==> src/rtl/lpd_pkg.sv <==
// Shared types, constants and register codes of the 3x3 local peak detector.
`default_nettype none

package lpd_pkg;

    // Default sizes handed to the top level parameters.
    localparam int MAX_WIDTH_DEF  = 2048;
    localparam int PIXEL_BITS_DEF = 16;

    // Fixed field widths.
    localparam int THRESHOLD_W = 16;
    localparam int SAT_LEVEL_W = 16;
    localparam int IMG_WIDTH_W = 12;
    localparam int IMG_HEIGHT_W = 16;
    localparam int PEAK_COL_W  = 11;
    localparam int PEAK_ROW_W  = 16;
    localparam int PEAK_VAL_W  = 16;

    // Register port geometry.
    localparam int APB_ADDR_W = 4;
    localparam int APB_DATA_W = 32;

    typedef logic [1:0] t_reg_idx;
    localparam t_reg_idx REG_THRESHOLD  = 2'd0;
    localparam t_reg_idx REG_SAT_LEVEL  = 2'd1;
    localparam t_reg_idx REG_IMG_WIDTH  = 2'd2;
    localparam t_reg_idx REG_IMG_HEIGHT = 2'd3;

    localparam logic [THRESHOLD_W-1:0]  THRESHOLD_RST  = 16'd65535;
    localparam logic [SAT_LEVEL_W-1:0]  SAT_LEVEL_RST  = 16'd50000;
    localparam logic [IMG_WIDTH_W-1:0]  IMG_WIDTH_RST  = 12'd2048;
    localparam logic [IMG_HEIGHT_W-1:0] IMG_HEIGHT_RST = 16'd2048;

    // Per-pixel control flags of the window stage.
    typedef struct packed {
        logic valid;
        logic interior;
        logic near_edge;
        logic frame_end;
    } t_stage_ctl;

    // One result item.
    typedef struct packed {
        logic                  peak_valid;
        logic                  frame_end;
        logic [PEAK_COL_W-1:0] peak_col;
        logic [PEAK_ROW_W-1:0] peak_row;
        logic [PEAK_VAL_W-1:0] peak_value;
        logic                  saturated;
        logic                  near_edge;
    } t_result;

endpackage

`default_nettype wire

==> src/rtl/lpd_window.sv <==
// 3x3 window registers and the strict local maximum test.
`default_nettype none

module lpd_window #(
    parameter int PIXEL_BITS = lpd_pkg::PIXEL_BITS_DEF,
    parameter int COL_W      = $clog2(lpd_pkg::MAX_WIDTH_DEF)
) (
    input  wire logic                                i_clk,
    input  wire logic                                i_rst_n,
    input  wire lpd_pkg::t_stage_ctl                 i_ctl,
    input  wire logic [PIXEL_BITS-1:0]               i_top,
    input  wire logic [PIXEL_BITS-1:0]               i_mid,
    input  wire logic [PIXEL_BITS-1:0]               i_px,
    input  wire logic [COL_W-1:0]                    i_col,
    input  wire logic [lpd_pkg::PEAK_ROW_W-1:0]      i_row,
    input  wire logic [lpd_pkg::THRESHOLD_W-1:0]     i_threshold,
    input  wire logic [lpd_pkg::SAT_LEVEL_W-1:0]     i_sat_level,
    output logic                                     o_push,
    output lpd_pkg::t_result                         o_result
);

    // Each row keeps the two most recent columns: c (left after shift) and r (centre).
    logic [PIXEL_BITS-1:0] r_top_c, r_top_r;
    logic [PIXEL_BITS-1:0] r_mid_c, r_mid_r;
    logic [PIXEL_BITS-1:0] r_bot_c, r_bot_r;
    logic [PIXEL_BITS-1:0] centre;
    logic                  is_max;
    logic                  peak;

    always_ff @(posedge i_clk) begin
        if (!i_rst_n) begin
            r_top_c <= '0;
            r_top_r <= '0;
            r_mid_c <= '0;
            r_mid_r <= '0;
            r_bot_c <= '0;
            r_bot_r <= '0;
        end else if (i_ctl.valid) begin
            r_top_c <= r_top_r;
            r_top_r <= i_top;
            r_mid_c <= r_mid_r;
            r_mid_r <= i_mid;
            r_bot_c <= r_bot_r;
            r_bot_r <= i_px;
        end
    end

    always_comb begin
        centre = r_mid_r;
        is_max = (r_top_c < centre) && (r_top_r < centre) && (i_top < centre) &&
                 (r_mid_c < centre) && (i_mid < centre) &&
                 (r_bot_c < centre) && (r_bot_r < centre) && (i_px < centre);
        peak   = i_ctl.interior && (centre >= i_threshold) && is_max;

        o_result            = '0;
        o_result.peak_valid = peak;
        o_result.frame_end  = i_ctl.frame_end;
        if (peak) begin
            o_result.peak_col   = lpd_pkg::PEAK_COL_W'(i_col - COL_W'(1));
            o_result.peak_row   = i_row - lpd_pkg::PEAK_ROW_W'(1);
            o_result.peak_value = lpd_pkg::PEAK_VAL_W'(centre);
            o_result.saturated  = centre > i_sat_level;
            o_result.near_edge  = i_ctl.near_edge;
        end
        o_push = i_ctl.valid && (peak || i_ctl.frame_end);
    end

endmodule

`default_nettype wire

==> config.mk <==
export PLATFORM = sky130hd
export DESIGN_NAME = lpd_window
export DESIGN_NICKNAME = d
export VERILOG_FILES = /design/src/rtl/lpd_pkg.sv /design/src/rtl/lpd_window.sv
export SDC_FILE = /design/constraint.sdc
export NUM_CORES = 1
export LEC_CHECK = 0
export BUFFER_PORTS_ARGS = -buffer_cell sky130_fd_sc_hd__buf_2
export CAP_MARGIN = 20
export CORE_ASPECT_RATIO = 1.1
export CORE_MARGIN = 2
export CORE_UTILIZATION = 61
export CTS_CLUSTER_DIAMETER = 100
export DETAILED_ROUTE_END_ITERATION = 16
export GPL_ROUTABILITY_DRIVEN = 0
export PLACE_DENSITY = 0.88
export SYNTH_ARGS = -nofsm -noshare
export SYNTH_HDL_FRONTEND = slang
export SYNTH_SLANG_ARGS = --single-unit
==> constraint.sdc <==
create_clock -name i_clk -period 8.5 [get_ports i_clk]
set_input_delay 1.275 -clock i_clk [delete_from_list [all_inputs] [get_ports i_clk]]
set_output_delay 1.275 -clock i_clk [all_outputs]
set_load 0.05 [all_outputs]
==> reports/results.ini <==
[synthesis]
synth.ff_latch_count = 96
yosys.area.top_type = ha_1
synth_sequential_area_ratio_pct = 25.2
synth.most_common_cell = ha_1
mappedNetlistNets = 1114
synth_area_mm2 = 0.00763
synth_cell_type_count = 53
synth_enable_flop_cells = 0
synthArstFlopShare_pct = 0
ys.flop_type = dfxtp_1
synth_common_cells = 154 x ha_1, 100 x nor2b_1, 96 x dfxtp_1, 96 x mux2i_1, 58 x nor2_1
syn_area_per_cell_um2 = 9.01
synth_cells = 847
ys_top_cells_by_area = ha_1 25%, dfxtp_1 25%, mux2i_1 13%
yosysWarningCount = 0
synth_top_area_share_pct = 25.3

[timing]
grt_setup_unrepaired = false
report.final.hold_viol_count = 0
finalCriticalPeriod_ns = 5.36
final.setup_skew_ns = 0.00256
timing.fmax_ghz = 0.187
slew-limit-headroom_pct = 32.6
timing.final.setup_violations = 0
hold-worst-slack_ns = 0.534
worst-slew-pin-transition_ns = 1.01
timing.final.max_slew_violations = 0
fin_tns_setup_ns = 0
post-route-period-util_pct = 63.1

[die]
core_area_mm2 = 0.0121
chipWidth_um = 111
boundaryPins = 161
initial_core_util_pct = 62.8
floorplan.die_area_mm2 = 0.0134
num_rows = 42
floorplan.die.height_um = 121

[worst_setup_path]
critical_path_required_ns = 7.22
worstSetupStartpointType = input port
timing.critical_path.arrival_ns = 4.09
critPathKind = input port to output port
slowest_delay_ns = 0.37
number_of_buffer_and_inverter_stages_on_the_critical_path = 3
chain_of_cells_forming_the_critical_path = buf_2 -> ha_1 -> a222oi_1 -> o21ai_0 -> nor4_1 -> nand2_1 -> nor4_4 -> o2111ai_4 -> buf_4 -> a221oi_1 -> buf_2
path_delay_family = compound AO/OA/AOI/OAI gates
end_kind = output port
cpMaxStageDelayCell = a222oi_1
worstPathMaxFanout = 46
cp_common_cell = buf_2

[final_layout]
multiInputGateArea_mm2 = 0.00537
fin_cells = 1154
post_route_cells_drive_above_1_share_pct = 18.7
layout.area.seq_mm2 = 0.00192
filler_cell_count = 900
finish.net_count = 1261
layout.core_utilization_pct = 72.9
area_growth_syn_to_layout_pct = 16.0

[power]
intPower_mw = 0.890
seq_power_share_pct = 39.3
power.share.clock_pct = 36.8
worst_ir_drop_vdd_v = 0.000108
overall_power_mw = 1.25
power.leakage_nw = 4.38
netSwitchingFraction_pct = 28.8
p_sw_mw = 0.361
power_frac_comb_pct = 23.8
power.density_mw_per_mm2 = 141

[detailed_routing]
post_drt_wl_per_cell_um = 17.2
routed_wl_mm = 19.8
drt_drc_violations_left = 0
drt_pass_1_iters = 5
drt-vias-per-instance = 5.87
initialDrtViolationCount = 412
detailroute.via_count = 6771
ant_nets = 0

[clock_network]
cts_inserted_buffers = 9
worstSkewPairLatency_ns = 0.35
cts_resized = 0
cts.repair_timing.setup_buffer_count = 0
cts.htree.levels = 3
cts_buffer_depth = 2
tritoncts_clock_tree = yes
clock_sink_count = 96
clk_pin_slew_worst_paths_ns = 0.06
ctsHoldBuffers = 0
cts.root.buffer_cell = clkbuf_16

[global_routing]
global_route.usage.met2_pct = 52.9
grt_pass1_wl_mm = 32.2
globalRouteOverflowTotal = 0
grt_antenna_before_repair = 1
grt-busiest-layer = met2
grt.met1_usage_pct = 35.7
use_met3_pct = 4.50
number_of_global_route_vias_before_repair = 6677
grt_use_total_pct = 29.5
grt_max_degree = 97

[place]
io_buffers = 160
numPlacedInstances = 1137
post-dp-hpwl_mm = 15.0

[run_status]
result_of_the_run = finished clean

[run]
drv_cap = 0

[worst_hold_path]
hold_path.class = flip-flop to flip-flop

## metal layers
layer  wire, um  share of wire, %
met1       8500                43
met2       9600                48
met3       1160               5.8
met4        556               2.8
met5          0                 0
## state kept, by name (all words and copies together) (netlist names)
signal and cells:
centre 16, r_mid_c 16, r_top_r 16, r_bot_c 16, r_bot_r 16, r_top_c 16
## placed cells by master, fill, tap and decap left out, types with 5 or more instances in the layout
master and instances:
a211oi_1 5, a21o_1 11, a21oi_1 42, and3_1 5
buf_2 159, clkbuf_16 9, dfxtp_1 96, ha_1 154
inv_1 54, mux2i_1 96, nand2_1 37, nand3_1 16
nand4_1 21, nor2_1 58, nor2_2 5, nor2b_1 100
nor3_1 14, nor4_1 11, o21ai_0 17, xnor2_1 14
xor2_1 6
## power groups by stage
stage                     clock network (mW)  logic, mW  registers (mW)
final                                  0.461      0.298           0.492
after global routing                   0.482      0.333           0.494
after CTS                              0.460      0.294           0.491
after detailed placement                   0      0.289           0.501
after global placement                     0      0.278           0.500
after floorplan                            0      0.200           0.494
## metrics by stage
| stage | setup WS [ns] | cell area, um^2 |
|---|---|---|
| after global placement | 3.27 | 8510 |
| final | 3.14 | 8850 |
| after floorplan | 3.09 | 7630 |
| after detailed placement | 3.22 | 8510 |
| after global routing | 3.01 | 8850 |
| after CTS | 3.20 | 8840 |
## logic make-up after synthesis
family          after synthesis  synth area share, %
compound gates              115                 9.94
xor+xnor                     20                 2.30
fa+ha+maj                   154                 25.3
buf+inv                      81                 4.48
flops                        96                 25.2
mux                          96                 12.6
simple gates                285                 20.2
## worst reg2reg max path, stage by stage (launching register included)
cell and delay (ns):
dfxtp_1 0.43, mux2i_1 0.15, nor2b_1 0.22
## cell type report
type                    count  area share (%)
multi-input cells         670            60.7
well taps                 154            2.18
clock buffers               9            2.55
repair buffers            163            9.34
inverters                  54            2.29
diodes                      1          0.0283
clock inverters             7            1.24
flip-flops and latches     96            21.7
## worst paths after layout
path               startpoint           to  slack [ns]  depth (start not counted)
hold / removal    r_bot_c[11]  r_bot_c[11]        0.53                          2
setup / recovery     i_px[15]  o_result[1]        3.14                         11
hold reg to reg   r_bot_c[11]  r_bot_c[11]        0.53                          2
setup reg to reg   centre[15]   centre[15]        7.62                          2
(Power assumes the default switching activity.)
