## config.mk

```make
export PLATFORM = sky130hd
export DESIGN_NAME = lpd_out_fifo
export DESIGN_NICKNAME = d
export VERILOG_FILES = /design/src/rtl/lpd_pkg.sv /design/src/rtl/lpd_out_fifo.sv
export SDC_FILE = /design/constraint.sdc
export NUM_CORES = 1
export LEC_CHECK = 0
export ABC_AREA = 1
export BUFFER_PORTS_ARGS = -buffer_cell sky130_fd_sc_hd__buf_2
export CELL_PAD_IN_SITES_DETAIL_PLACEMENT = 0
export CELL_PAD_IN_SITES_GLOBAL_PLACEMENT = 2
export CORE_MARGIN = 3
export CORE_UTILIZATION = 39
export CTS_BUF_LIST = sky130_fd_sc_hd__clkbuf_4 sky130_fd_sc_hd__clkbuf_8
export DETAILED_ROUTE_END_ITERATION = 6
export GPL_ROUTABILITY_DRIVEN = 0
export HOLD_SLACK_MARGIN = 0.08
export PLACE_DENSITY_LB_ADDON = 0.1
export SYNTH_ARGS = -nofsm -noshare
export SYNTH_HDL_FRONTEND = slang
export SYNTH_SLANG_ARGS = --single-unit
export TNS_END_PERCENT = 50
```

## constraint.sdc

```tcl
create_clock -name i_clk -period 3.33 [get_ports i_clk]
set_input_delay 0.333 -clock i_clk [delete_from_list [all_inputs] [get_ports i_clk]]
set_output_delay 0.333 -clock i_clk [all_outputs]
set_load 0.1 [all_outputs]
```

## src/rtl/lpd_pkg.sv

```systemverilog
// Shared types, constants and register codes of the 3x3 local peak detector.
`default_nettype none

package lpd_pkg;

    // Default sizes handed to the top level parameters.
    localparam int MAX_WIDTH_DEF  = 2048;
    localparam int PIXEL_BITS_DEF = 16;

    // Fixed field widths.
    localparam int THRESHOLD_W = 16;
    localparam int SAT_LEVEL_W = 16;
    localparam int IMG_WIDTH_W = 12;
    localparam int IMG_HEIGHT_W = 16;
    localparam int PEAK_COL_W  = 11;
    localparam int PEAK_ROW_W  = 16;
    localparam int PEAK_VAL_W  = 16;

    // Register port geometry.
    localparam int APB_ADDR_W = 4;
    localparam int APB_DATA_W = 32;

    typedef logic [1:0] t_reg_idx;
    localparam t_reg_idx REG_THRESHOLD  = 2'd0;
    localparam t_reg_idx REG_SAT_LEVEL  = 2'd1;
    localparam t_reg_idx REG_IMG_WIDTH  = 2'd2;
    localparam t_reg_idx REG_IMG_HEIGHT = 2'd3;

    localparam logic [THRESHOLD_W-1:0]  THRESHOLD_RST  = 16'd65535;
    localparam logic [SAT_LEVEL_W-1:0]  SAT_LEVEL_RST  = 16'd50000;
    localparam logic [IMG_WIDTH_W-1:0]  IMG_WIDTH_RST  = 12'd2048;
    localparam logic [IMG_HEIGHT_W-1:0] IMG_HEIGHT_RST = 16'd2048;

    // Per-pixel control flags of the window stage.
    typedef struct packed {
        logic valid;
        logic interior;
        logic near_edge;
        logic frame_end;
    } t_stage_ctl;

    // One result item.
    typedef struct packed {
        logic                  peak_valid;
        logic                  frame_end;
        logic [PEAK_COL_W-1:0] peak_col;
        logic [PEAK_ROW_W-1:0] peak_row;
        logic [PEAK_VAL_W-1:0] peak_value;
        logic                  saturated;
        logic                  near_edge;
    } t_result;

endpackage

`default_nettype wire

```

## src/rtl/lpd_out_fifo.sv

```systemverilog
// Two-entry result buffer that decouples the window stage from the output channel.
`default_nettype none

module lpd_out_fifo (
    input  wire logic             i_clk,
    input  wire logic             i_rst_n,
    input  wire logic             i_push,
    input  wire lpd_pkg::t_result i_result,
    output logic                  o_valid,
    input  wire logic             i_ready,
    output lpd_pkg::t_result      o_result,
    output logic [1:0]            o_count
);

    lpd_pkg::t_result r_entry [2];
    logic             r_wr_ptr;
    logic             r_rd_ptr;
    logic [1:0]       r_count;
    logic             pop;

    assign pop      = o_valid && i_ready;
    assign o_valid  = (r_count != 2'd0);
    assign o_result = r_entry[r_rd_ptr];
    assign o_count  = r_count;

    always_ff @(posedge i_clk) begin
        if (i_push) begin
            r_entry[r_wr_ptr] <= i_result;
        end
    end

    always_ff @(posedge i_clk) begin
        if (!i_rst_n) begin
            r_wr_ptr <= 1'b0;
            r_rd_ptr <= 1'b0;
            r_count  <= 2'd0;
        end else begin
            if (i_push) begin
                r_wr_ptr <= ~r_wr_ptr;
            end
            if (pop) begin
                r_rd_ptr <= ~r_rd_ptr;
            end
            r_count <= r_count + {1'b0, i_push} - {1'b0, pop};
        end
    end

endmodule

`default_nettype wire
```

==> impl_table.tex <==
\begin{tabular}{lr}
\hline
Metric & Value \\
\hline
\multicolumn{2}{l}{\textbf{Power and ir drop}} \\
Leak & 1.82 nW \\
Peak ir drop on the vdd network & between 700 and 800 uV \\
Power Density & between 800 and 900 nW/um\^{}2 \\
\multicolumn{2}{l}{\textbf{Critical path}} \\
Data arrival time at the worst-slack endpoint & between 1.5 and 2 ns \\
Worst EP required & 3.00 ns \\
Maximum fanout along the worst path & 41 \\
Worst setup EP type & output pin \\
Nature of the critical path startpoint & flip-flop \\
Maximum single-stage delay on the critical path & approximately 0.47 ns \\
Classification of the worst setup path & reg -> out \\
Crit-path cells & buf\_12, mux2\_2, buf\_2 \\
Slowest stage cell on the critical path & dfxtp\_2 \\
\multicolumn{2}{l}{\textbf{Floorplan}} \\
Initial Utilization & 0.404 \\
Core area & between 9000 and 10,000 sq um \\
Die Area & approximately 11,000 sq um \\
I/O pin cnt & around 100 \\
Number of core rows & 35 \\
Die Y-Extent & 104 um \\
Die Width & around 100 um \\
\multicolumn{2}{l}{\textbf{Place}} \\
Post-DP HPWL & approximately 4100 um \\
Count of port buffers added during placement & 100 \\
\multicolumn{2}{l}{\textbf{CTS}} \\
Maximum level of the CTS H-tree & 3 \\
Total clock buffers created by CTS & 9 \\
Number of gates resized after CTS & 0 \\
Clock Sinks & 99 \\
Clock transition time at the flip-flop clock pins of the worst setup and hold paths & 0.09 ns \\
Total setup buffers inserted after CTS & 0 \\
Clock latency on the worst-skew pair & between 0.3 and 0.4 ns \\
Total of hold buffers inserted after clock tree synthesis & 0 \\
Maximum root-to-sink buffer count & 2 \\
CTS tree & done \\
Clock Root Buffer & clkbuf\_8 \\
\multicolumn{2}{l}{\textbf{Finish}} \\
Area taken by flip-flops and latches & approximately 2900 sq um \\
Fraction of layout instances using a drive strength above 1 & 0.570 \\
Net count reported at finish & approximately 340 \\
Synthesis-to-finish area growth & 23.0\% \\
Combined area of the multi-input logic cells & $\sim$750 sq um \\
Count of filler cells inserted in the layout & about 820 \\
Total inserted antenna cells & 0 \\
\multicolumn{2}{l}{\textbf{Job}} \\
Maxcap violations & 0 \\
\multicolumn{2}{l}{\textbf{STA}} \\
RSZ-0062 raised after global routing & no \\
Achievable clock frequency & roughly 460 MHz \\
Shortest period the worst path allows & between 2 and 2.5 ns \\
Worst hold-check slack & approximately 0.17 ns \\
Worst Max-Slew Pin Slew & 1.09 ns \\
Final setup TNS & 0 ns \\
Part of the cycle the worst path needs & 0.654 \\
Headroom to the max-slew limit & 0.273 \\
Number of max-slew violations in the final report & 0 \\
Largest clock skew in the final design & slightly below 0.007 ns \\
Final Hold Violating Endpoints & 0 \\
Setup-violating endpoint count in the final report & 0 \\
\multicolumn{2}{l}{\textbf{Global routing}} \\
Vias in the first global route & 1,951 \\
Overflow left after global routing & 0 \\
Initial antenna violation count & 1 \\
Pin count of the biggest net entering global routing & between 40 and 50 \\
Global-route wire length before repair & between 9000 and 10,000 um \\
Tot GR Track Use & 0.121 \\
\multicolumn{2}{l}{\textbf{Detailed routing}} \\
DRC violation total after the first TritonRoute iteration & 41 \\
Routed vias/inst & roughly 4.5 \\
Antenna Nets Post-Route & 0 \\
Initial DRT Pass Iterations & 4 \\
Vias & 1,905 \\
DR WL/cell & 15.0 um \\
Routed wire length & 6350 um \\
DRC violations left & 0 \\
\multicolumn{2}{l}{\textbf{Logic synthesis}} \\
Total of flip-flops plus latches after synthesis & approximately 100 \\
Post-Synthesis Mean Instance Area & just over 20 sq um \\
Post-synthesis sequential area ratio & 0.780 \\
Number of unique standard cell types used by synthesis & 12 \\
Synthesized instance count & about 180 \\
Synthesized net count & about 230 \\
Cell Area, Synth & around 3700 sq um \\
Syn. warnings & 0 \\
\multicolumn{2}{l}{\textbf{Min path}} \\
Worst hold path class & in -> reg \\
\multicolumn{2}{l}{\textbf{Run status}} \\
Run status & completed \\
\hline
\end{tabular}
==> layout make-up <==
class	instances	share of cell area
flip-flops and latches	99	0.634
multi-input cells	69	0.163
repair buffers	102	0.114
well taps	129	0.0350
clock buffers	11	0.0301
clock inverters	4	0.0165
inverters	8	0.00651
==> worst max-delay path, delay by kind of cell, from the launching register on <==
family	cells	cell delay, ns
flops	1	0.47
buf+inv	2	0.62
mux	1	0.39
==> power breakdown <==
part / total, mW / internal (mW) / switching [mW]
registers: 1.49 / 1.45 / 0.0399
logic: 1.58 / 0.333 / 1.25
clock network: 0.813 / 0.438 / 0.375
==> cells in the mapped netlist (all sizes together) <==
| library cell | instances | area, sq um |
|---|---|---|
| nor2 | 9 | 33.8 |
| edfxtp | 94 | 2820 |
| dfxtp | 5 | 100 |
| ha | 2 | 25.0 |
| nand2 | 8 | 30.0 |
| a21oi | 1 | 5.00 |
| buf | 5 | 50.0 |
| nand3 | 2 | 10.0 |
| mux2 | 47 | 642 |
| inv | 8 | 30.0 |
==> cell families (layout without fill, tap and decap cells) <==
logic type / after synthesis / in the layout / share of synthesized area
AND/OR/NAND/NOR: 19 / 19 / 0.0197
adder cells (fa/ha/maj): 2 / 2 / 0.00667
flip-flops: 99 / 99 / 0.780
buffers and inverters: 13 / 125 / 0.0214
AO/OA/AOI/OAI: 1 / 1 / 0.00133
multiplexers: 47 / 47 / 0.171
==> routing by layer <==
| metal | GRT usage | up-vias | routed length (um) |
|---|---|---|---|
| li1 | - | 903 | - |
| met1 | 0.144 | 938 | 2740 |
| met2 | 0.203 | 53 | 3200 |
| met3 | 0.0354 | 9 | 295 |
| met4 | 0.0513 | 2 | 92 |
| met5 | 0 | - | 18 |
==> layout by cell type, fill, tap and decap left out, drive strengths merged <==
cell type / synthesis / final
nand2: 8 / 8
clkbuf: 0 / 11
buf: 5 / 102
nor2: 9 / 9
bufinv: 0 / 2
dfxtp: 5 / 5
mux2: 47 / 47
clkinvlp: 0 / 1
inv: 8 / 8
edfxtp: 94 / 94
ha: 2 / 2
clkinv: 0 / 1
a21oi: 1 / 1
nand3: 2 / 2
==> worst paths after layout <==
path / from / to / slack (ns) / cells after the start
setup / recovery: flip-flop / o_result[46] / 1.15 / 3
hold / removal: i_result[37] / r_entry[1][37]$_DFFE_PP_ / 0.17 / 1
setup reg to reg: r_wr_ptr$_SDFFE_PN0P_ / r_entry[1][19]$_DFFE_PP_ / 1.62 / 2
hold reg to reg: r_rd_ptr$_SDFFE_PN0P_ / r_rd_ptr$_SDFFE_PN0P_ / 0.52 / 2
==> through the flow <==
stage               power (mW)   util  std cells  setup WS (ns)  area [sq um]
floorplan                 2.91      -        181          0.529          3750
global placement          3.12  0.474        407           1.51          4400
detailed placement        3.12  0.474        407           1.51          4400
CTS                       3.94  0.497        422           1.11          4610
global route              4.04  0.497        422           1.07          4610
finish                    3.89  0.497        422           1.15          4610
==> state kept, by name (all words and copies together) (netlist names), named ones only <==
register  flops
r_rd_ptr      1
o_count       2
r_wr_ptr      1
r_entry      94
(Power assumes the default switching activity.)
